==> config.mk <==
export PLATFORM = sky130hd
export DESIGN_NAME = tch_cordic_cell
export DESIGN_NICKNAME = d
export VERILOG_FILES = /design/src/tch_pkg.sv /design/src/tch_cordic_cell.sv
export SDC_FILE = /design/constraint.sdc
export NUM_CORES = 1
export LEC_CHECK = 0
export ABC_AREA = 1
export BUFFER_PORTS_ARGS = -buffer_cell sky130_fd_sc_hd__buf_2
export CAP_MARGIN = 5
export CELL_PAD_IN_SITES_DETAIL_PLACEMENT = 0
export CELL_PAD_IN_SITES_GLOBAL_PLACEMENT = 1
export CORE_AREA = 2 2 158 114
export CTS_CLUSTER_DIAMETER = 150
export CTS_CLUSTER_SIZE = 24
export DETAILED_ROUTE_END_ITERATION = 12
export DIE_AREA = 0 0 160 116
export PLACE_DENSITY = 0.74
export SYNTH_ARGS = -nofsm -noshare
export SYNTH_HDL_FRONTEND = slang
export SYNTH_SLANG_ARGS = --single-unit
==> constraint.sdc <==
create_clock -name clock -period 1.5 [get_ports clock]
set_input_delay 0.075 -clock clock [delete_from_list [all_inputs] [get_ports clock]]
set_output_delay 0.075 -clock clock [all_outputs]
set_load 0.05 [all_outputs]
==> src/tch_pkg.sv <==
`default_nettype none
package tch_pkg;

   // axis select codes
   localparam logic [2:0] AXIS_X_POS = 3'd0;
   localparam logic [2:0] AXIS_X_NEG = 3'd1;
   localparam logic [2:0] AXIS_Y_POS = 3'd2;
   localparam logic [2:0] AXIS_Y_NEG = 3'd3;
   localparam logic [2:0] AXIS_Z_POS = 3'd4;
   localparam logic [2:0] AXIS_Z_NEG = 3'd5;

   // register indexes
   localparam logic [1:0] CSR_FORWARD = 2'd0;
   localparam logic [1:0] CSR_RIGHT   = 2'd1;
   localparam logic [1:0] CSR_UP      = 2'd2;

   localparam int ATAN_LEN = 24;
   localparam int ROT_W    = 19;  // Q16 sine and cosine path
   localparam int PROD_W   = 38;  // products and horizontal components
   localparam int VEC_W    = 40;  // vectoring path
   localparam logic signed [ROT_W-1:0] CORDIC_GAIN = 19'sd39797;

   // atan(2^-i) in turns, scaled by 2^32
   function automatic logic [31:0] atan_turn32(input int i);
      logic [31:0] t;
      unique case (i)
         0:  t = 32'd536870912;
         1:  t = 32'd316933406;
         2:  t = 32'd167458907;
         3:  t = 32'd85004756;
         4:  t = 32'd42667331;
         5:  t = 32'd21354465;
         6:  t = 32'd10679838;
         7:  t = 32'd5340245;
         8:  t = 32'd2670163;
         9:  t = 32'd1335087;
         10: t = 32'd667544;
         11: t = 32'd333772;
         12: t = 32'd166886;
         13: t = 32'd83443;
         14: t = 32'd41722;
         15: t = 32'd20861;
         16: t = 32'd10430;
         17: t = 32'd5215;
         18: t = 32'd2608;
         19: t = 32'd1304;
         20: t = 32'd652;
         21: t = 32'd326;
         22: t = 32'd163;
         23: t = 32'd81;
         default: t = 32'd0;
      endcase
      return t;
   endfunction

endpackage
`default_nettype wire

==> src/tch_cordic_cell.sv <==
`default_nettype none
module tch_cordic_cell #(
   parameter int W      = 19,
   parameter int AB     = 16,
   parameter int IDX    = 0,
   parameter bit ROTATE = 1'b1
) (
   input  wire                      clock,
   input  wire                      load,
   input  wire logic signed [W-1:0] x_in,
   input  wire logic signed [W-1:0] y_in,
   input  wire logic signed [AB:0]  z_in,
   output logic signed [W-1:0]      x_out,
   output logic signed [W-1:0]      y_out,
   output logic signed [AB:0]       z_out
);
   localparam int          SH  = 32 - AB;
   localparam logic [31:0] TRN = tch_pkg::atan_turn32(IDX);
   localparam logic [32:0] ENT = ({1'b0, TRN} + (33'd1 << (SH - 1))) >> SH;
   localparam logic signed [AB:0] STEP = ENT[AB:0];

   logic signed [W-1:0] x_ff, x_in_n;
   logic signed [W-1:0] y_ff, y_in_n;
   logic signed [AB:0]  z_ff, z_in_n;
   logic signed [W-1:0] dx, dy;
   logic                pos;

   always_comb begin
      dx  = y_in >>> IDX;
      dy  = x_in >>> IDX;
      // rotation follows the residual angle, vectoring drives y toward zero
      pos = ROTATE ? !z_in[AB] : !(y_in > 0);
      if (pos) begin
         x_in_n = x_in - dx;
         y_in_n = y_in + dy;
         z_in_n = z_in - STEP;
      end else begin
         x_in_n = x_in + dx;
         y_in_n = y_in - dy;
         z_in_n = z_in + STEP;
      end
   end

   always_ff @(posedge clock) begin
      if (load) begin
         x_ff <= x_in_n;
         y_ff <= y_in_n;
         z_ff <= z_in_n;
      end
   end

   assign x_out = x_ff;
   assign y_out = y_ff;
   assign z_out = z_ff;
endmodule
`default_nettype wire

==> key figures, run 1 <==
Outcome
  • Status: finished clean

Synthesis
  • Number of flops mapped to enable cells by yosys: 54
  • Post-synth top flop: edfxtp_1
  • Synth top area cells: edfxtp_1, nand2_1, ha_1
  • Synth Net Count: 852
  • Sequential area share after synthesis: 29.5%
  • Ys Warns: 0
  • Synth Instances: 730
  • Top cell type's share of synthesized area: 29.5%
  • Top-count cell post-synth: nand2_1
  • Post-synth top area cell: edfxtp_1
  • Syn avg cell area: 7.54 um^2
  • Ys async rst share: 0%
  • Yosys reg bits: 54
  • Count of different cell masters after synthesis: 43
  • Commonest cells post-synth: nand2_1, inv_1, nand3_1
  • Cell area after synthesis: 0.00551 mm^2

Setup path
  • Crit path arrival time: 1.50 ns
  • CP top delay family: simple AND/OR/NAND/NOR gates
  • Startpoint Class: input port
  • Crit path largest cell delay: 0.38 ns
  • Worst Path Max Fanout: 3
  • CP required: 1.54 ns
  • CP bufs+invs: 3
  • Crit-path cells: buf_12 > ha_4 > inv_2 > fa_2 > inv_2 > nand2_2 > nand3_2 > nand3_2 > nand2_2 > nand3_2 > nand2_2 > nand2_2 > nand3_1 > nand2_1
  • Critical Path End Type: register
  • Levels on crit path: 14
  • Slowest CP cell: fa_2
  • CP Class: in -> reg
  • CP dominant cell by count: nand2_2

CTS
  • # clock sinks: 54
  • H-tree levels: 2
  • Root buffer cell: clkbuf_16
  • Clock Path Buffers: 2
  • CTS buffer count: 5
  • TritonCTS clock tree: built
  • Worst-path clk slew: 0.06 ns

Die
  • # rows: 40
  • Core area: 0.0169 mm^2
  • Starting Density: 32.5%
  • IO Pins: 112
  • Die width: 160 um
  • Die height: 116 um
  • Area of the die: 0.0186 mm^2

Drt
  • DR iter-0 viols: 334
  • Final WL: 17,000 um
  • Via density: 4.59
  • DRC viols: 0
  • Routed len/inst: 13.9 um
  • Final ANT Viol Nets: 0
  • DR pass1 iterations: 4
  • Total via count in the routed design: 5,614

Global routing
  • Largest net degree at the start of global routing: 55
  • GR Util All Layers: 18.1%
  • Initial antenna violation count: 0
  • Grt ovf: 0
  • Vias in the first global route: 5,299
  • Global-route wire length before repair: 26,800 um

Pwr
  • Clock share of power: 19.8%
  • Combinational share of power: 51.1%
  • Switching power: 0.00272 W
  • P per Cell Area: 798 mW/mm^2
  • Int Power: 0.00398 W
  • Pwr Total: 0.00670 W
  • VDD IR max: 0.000462 V
  • Leakage power: 4.10 nW
  • Share of power burned in registers: 29.2%
  • Sw frac: 40.6%

Min path
  • Hold path depth: 2
  • Min-Delay Path Class: in -> reg

Placed design
  • Routability cong.: 0.851
  • PortBufs: 111
  • DP Wirelength: 13,600 um

STA
  • Worst-margin pin slew: 0.459 ns
  • Final Max Tran Viols: 0
  • Final setup violation count: 0
  • Achievable Freq: 683 MHz
  • Hold Fails Final Rpt: 0
  • Relative slew slack: 69.3%
  • Minimum clock period: 1.46 ns
  • RSZ-0062 raised after global routing: yes
  • Final period utilization: 97.5%

Final layout
  • Syn-to-layout area delta: 52.4%
  • Fin nets: 1,113
  • Antenna diodes: 0
  • Layout cells sized above 1: 45.1%
  • Filler cells: 1,716
  • Core Util, Final: 49.6%

Job
  • Number of max-cap violations: 0
[state kept, by name, indices dropped and copies added, names as in the netlist]
name	cells
x_out	18
y_out	19
z_out	17
[logic make-up (layout without fill, tap and decap cells)]
kind of cell | after synthesis | after routing | synth area share (%)
AND/OR/NAND/NOR | 360 | 360 | 29.8
buffers and inverters | 130 | 392 | 11.0
AO/OA/AOI/OAI | 105 | 105 | 11.8
adder cells (fa/ha/maj) | 65 | 65 | 15.3
flip-flops | 54 | 54 | 29.5
XOR/XNOR | 15 | 15 | 2.39
multiplexers | 1 | 1 | 0.182
[power by group through the flow]
stage,clock network (W),logic [W],registers (W)
final,0.00132,0.00342,0.00195
after global placement,0,0.00298,0.00199
after global routing,0.00141,0.00370,0.00197
after CTS,0.00138,0.00310,0.00196
after detailed placement,0,0.00300,0.00199
after floorplan,0,0.00130,0.00265
[through the flow]
step	setup TNS, ns	worst slack (ns)	cells	hold slack, ns	cell area (um^2)
5_1_grt	-0.244	-0.0409	1223	0.0970	8390
3_3_place_gp	-11.17	-0.442	1180	0.251	7290
6_report	0	0.0369	1223	0.0764	8390
4_1_cts	-0.000513	-0.000513	1202	0.0721	7740
3_5_place_dp	-11.95	-0.497	1180	0.254	7290
2_1_floorplan	-0.0732	-0.0141	730	0.174	5600
[repair_timing]
| action | CTS | global route |
|---|---|---|
| hold endpoints to repair | 13 | 0 |
| resized for setup | 25 | 142 |
| pin swaps | 5 | 52 |
| setup endpoints to repair | 25 | 25 |
| setup buffers | 1 | 21 |
| hold buffers | 13 | 0 |
[cells in the final DEF (no fill, tap or decap), drive strengths merged]
cell type / n
o21ai: 30
a211oi: 1
nor3: 2
a21o: 5
nand4: 6
ha: 61
nand2: 213
buf: 264
clkinvlp: 2
clkbuf: 6
xor2: 11
o22ai: 4
edfxtp: 54
and2: 2
dlygate4sd3: 13
o21bai: 11
bufinv: 1
xnor2: 4
inv: 106
mux2i: 1
fa: 4
a31oi: 1
nor2: 49
o31ai: 1
o21a: 1
nand3: 81
a21oi: 51
nor4: 4
or2: 3
[worst paths after layout]
path,end,startpoint,slack [ns]
worst min-delay path,z_out[13]$_DFFE_PP_,z_in[13],0.08
worst max-delay path,x_out[12]$_DFFE_PP_,y_in[0],0.04
[final cells by class]
| cell class | instances | area, um^2 | area share [%] |
|---|---|---|---|
| multi-input cells | 546 | 3920 | 46.7 |
| clock buffers | 6 | 129 | 1.54 |
| repair buffers | 277 | 1980 | 23.6 |
| inverters | 107 | 408 | 4.86 |
| well taps | 231 | 289 | 3.45 |
| clock inverters | 2 | 37.5 | 0.447 |
| flip-flops and latches | 54 | 1620 | 19.3 |
[metal layers]
metal,vias up,global-route usage (%),routed length [um]
li1,2897,-,-
met1,2548,27.9,9040
met2,164,26.8,6840
met3,5,2.58,1040
met4,0,3.18,91
met5,-,0,0
No activity file was read; power rests on OpenSTA's default activity.
==> inputs of run 2 (changes only) <==
==> config.mk (replaced) <==
export PLATFORM = sky130hd
export DESIGN_NAME = tch_cordic_cell
export DESIGN_NICKNAME = d
export VERILOG_FILES = /design/src/tch_pkg.sv /design/src/tch_cordic_cell.sv
export SDC_FILE = /design/constraint.sdc
export NUM_CORES = 1
export LEC_CHECK = 0
export BUFFER_PORTS_ARGS = -buffer_cell sky130_fd_sc_hd__buf_2
export CAP_MARGIN = 5
export CELL_PAD_IN_SITES_DETAIL_PLACEMENT = 0
export CELL_PAD_IN_SITES_GLOBAL_PLACEMENT = 1
export CORE_AREA = 2 2 146 105
export CTS_CLUSTER_DIAMETER = 150
export CTS_CLUSTER_SIZE = 24
export DETAILED_ROUTE_END_ITERATION = 12
export DIE_AREA = 0 0 148 107
export PLACE_DENSITY = 0.73
export SYNTH_ARGS = -nofsm -noshare
export SYNTH_HDL_FRONTEND = slang
export SYNTH_SLANG_ARGS = --single-unit
==> run 2 against run 1 <==
The flow now finishes with violations (setup timing). Cell area shrank 5.7%. Via count is 15% lower. Sequential cell count did not move. Core utilization grew 5.2 points. Global-route usage increased by 1.3 points. Worst setup slack got worse by 0.52 ns. Critical path type unchanged. Largest cell class unchanged.
==> key figures, run 2 <==
Pwr
  • Pwr Total: 0.00675 W (+0.87%)
  • P per Cell Area: 854 mW/mm^2 (+7.0%)
  • Switching power: 0.00265 W (-2.4%)
  • Int Power: 0.00410 W (+3.1%)
  • Sw frac: 39.2% (-1.3 points)
  • Leakage power: 3.56 nW (-13%)
  • Combinational share of power: 51.1% (about the same)
  • VDD IR max: 0.000442 V (-4.5%)
  • Clock share of power: 19.1% (-0.7 points)
  • Share of power burned in registers: 29.8% (+0.6 points)

Setup path
  • Crit path arrival time: 2.02 ns (+0.52 ns)
  • CP required: 1.53 ns (about the same)
  • Critical Path End Type: register
  • Worst Path Max Fanout: 3 (unchanged)
  • CP Class: in -> reg
  • Startpoint Class: input port

STA
  • Final Max Tran Viols: 0 (unchanged)
  • Minimum clock period: 1.98 ns (+0.522 ns)
  • Final setup violation count: 26 (+26)
  • Final period utilization: 132% (+35 points)
  • Hold WS: 0.0692 ns (-0.00721 ns)
  • RSZ-0062 raised after global routing: yes
  • Achievable Freq: 504 MHz (-26%)
  • Hold Fails Final Rpt: 0 (unchanged)
  • Final setup TNS: -9.20 ns (-9.20 ns)
  • Worst-margin pin slew: 0.521 ns (+0.0615 ns)
  • Final WS setup: -0.485 ns (-0.522 ns)
  • Relative slew slack: 65.0% (-4.3 points)

Global routing
  • Grt ovf: 0 (unchanged)
  • Largest net degree at the start of global routing: 31 (-44%)
  • Vias in the first global route: 4,783 (-9.7%)
  • GR Util All Layers: 19.4% (+1.3 points)
  • Initial antenna violation count: 0 (unchanged)
  • Global-route wire length before repair: 24,500 um (-8.5%)

CTS
  • Clock Path Buffers: 2 (unchanged)
  • TritonCTS clock tree: built
  • CTS buffer count: 5 (unchanged)
  • Root buffer cell: clkbuf_16
  • # clock sinks: 54 (unchanged)
  • Worst-path clk slew: 0.06 ns (about the same)
  • H-tree levels: 2 (unchanged)

Final layout
  • Commonest non-fill, non-tap cells in the layout: buf_4, buf_2, edfxtp_1
  • Fin nets: 904 (-19%)
  • Most common cell after layout, fill and taps aside: buf_4
  • Layout cells sized above 1: 52.5% (+7.4 points)
  • Antenna diodes: 0 (unchanged)
  • Syn-to-layout area delta: 68.4%
  • Max FFs per register: 19 (unchanged)
  • Final Instance Area: 0.00791 mm^2 (-5.7%)

Drt
  • Routed len/inst: 16.1 um (+16%)
  • DR pass1 iterations: 5 (+1)
  • DRC viols: 0 (unchanged)
  • Via density: 4.88 (+6.3%)
  • Final ANT Viol Nets: 0 (unchanged)
  • DR iter-0 viols: 299 (-10%)
  • Final WL: 15,800 um (-7.4%)
  • Total via count in the routed design: 4,772 (-15%)

Synthesis
  • Commonest cells post-synth: ha_1, a21oi_1, inv_1
  • Top cell type's share of synthesized area: 34.5% (+5.1 points)
  • Ys Warns: 0 (unchanged)
  • Cell area after synthesis: 0.00470 mm^2 (-15%)
  • Syn avg cell area: 9.39 um^2 (+25%)
  • Count of different cell masters after synthesis: 57 (+33%)
  • Synth Net Count: 622 (-27%)
  • Top-count cell post-synth: ha_1
  • Synth top area cells: edfxtp_1, ha_1, a21oi_1
  • Number of flops mapped to enable cells by yosys: 54 (unchanged)
  • Yosys reg bits: 54 (unchanged)
  • Post-synth top flop: edfxtp_1
  • Sequential area share after synthesis: 34.5% (+5.1 points)
  • Synth Instances: 500 (-32%)
  • Post-synth top area cell: edfxtp_1
  • Ys async rst share: 0% (unchanged)

Die
  • Area of the die: 0.0158 mm^2 (-15%)
  • # rows: 37 (-7.5%)
  • Die width: 148 um (-7.5%)
  • Die height: 107 um (-7.8%)
  • Starting Density: 32.5% (-0.034 points)
  • Core area: 0.0144 mm^2 (-15%)
  • IO Pins: 112 (unchanged)

Min path
  • WHS Endpoint: z_out[13]$_DFFE_PP_
  • Hold path depth: 2 (unchanged)
  • Min-Delay Path Class: in -> reg
  • Hold_sp: z_in[13]

Placed design
  • DP Wirelength: 12,700 um (-7.1%)
  • Area post-placement: 0.00678 mm^2 (-7.0%)
  • PortBufs: 111 (unchanged)
  • Routability cong.: 0.896 (+5.4%)

Job
  • Number of max-cap violations: 0 (unchanged)

Outcome
  • Status: finished, violations left
  • Failing checks: setup timing
[run 2: cell types whose count changed after synthesis, sizes merged, moves of 18 or more]
cell / previous run / this run
inv: 107 / 56
nand2: 213 / 23
nand3: 81 / 5
nor2: 49 / 31
xnor2: 4 / 29
[run 2: cells by family (layout without fill, tap and decap cells)]
| family | count (synthesis) | after routing | share of synthesized area [%] |
|---|---|---|---|
| adder cells (fa/ha/maj) | 65 | 65 | 18.0 |
| XOR/XNOR | 37 | 37 | 6.90 |
| buffers and inverters | 80 | 363 | 6.93 |
| flip-flops | 54 | 54 | 34.5 |
| multiplexers | 12 | 12 | 2.56 |
| AND/OR/NAND/NOR | 100 | 100 | 10.6 |
| AO/OA/AOI/OAI | 152 | 152 | 20.5 |
[run 2: power groups by stage]
stage	combinational (W)	sequential, W	clock (W)
after floorplan	0.00109	0.00282	0
after global placement	0.00295	0.00204	0
after detailed placement	0.00298	0.00205	0
after CTS	0.00323	0.00202	0.00133
after global routing	0.00366	0.00203	0.00138
final	0.00345	0.00201	0.00129
[run 2: what timing repair did]
action,CTS,global route
resized for setup,89,56
pin swaps,48,43
hold buffers,13,0
endpoints found under the setup margin,29,30
hold endpoints to repair,13,0
setup buffers,11,15
[run 2: per-stage QoR]
stage | cells | setup slack, ns | util [%]
after floorplan | 500 | -0.561 | -
after global placement | 934 | -0.928 | 47.0
after detailed placement | 934 | -0.998 | 47.0
after CTS | 964 | -0.516 | 52.3
after global routing | 978 | -0.585 | 54.8
final | 978 | -0.485 | 54.8
[run 2: critical path, stage by stage]
cell and delay (ns):
buf_8 0.10, inv_4 0.05, ha_4 0.19, or4_4 0.57, buf_6 0.15, a21oi_2 0.14
a211oi_2 0.09, buf_4 0.17, o31ai_4 0.22, a211oi_2 0.12, xnor2_1 0.14
[run 2: area by class of cell]
class / instances / area (um^2)
fillers: 1270 / 6540
multi-input cells: 366 / 3460
repair buffers: 299 / 2180
flip-flops and latches: 54 / 1620
well taps: 195 / 244
inverters: 56 / 241
clock buffers: 6 / 129
clock inverters: 2 / 37.5
[run 2: worst max-delay path by stage]
stage	startpoint	to	slack [ns]	cells past startpoint
3_3_place_gp	x_in[7]	y_out[18]$_DFFE_PP_	-0.93	12
5_1_grt	y_in[0]	x_out[18]$_DFFE_PP_	-0.58	11
4_1_cts	y_in[0]	x_out[18]$_DFFE_PP_	-0.52	11
2_1_floorplan	x_in[7]	x_out[17]$_DFFE_PP_	-0.56	10
3_5_place_dp	x_in[1]	y_out[14]$_DFFE_PP_	-1.0	10
6_report	x_in[6]	y_out[18]$_DFFE_PP_	-0.48	11
[run 2: layer usage]
metal  up-vias  share of wire [%]  GRT usage [%]  wire length [um]
li1       2331                  -              -                 -
met1      2272                 51           29.8              8050
met2       162                 42           29.7              6610
met3         7                6.4           1.96              1000
met4         0               0.60           3.27                94
met5         -                  0              0                 0
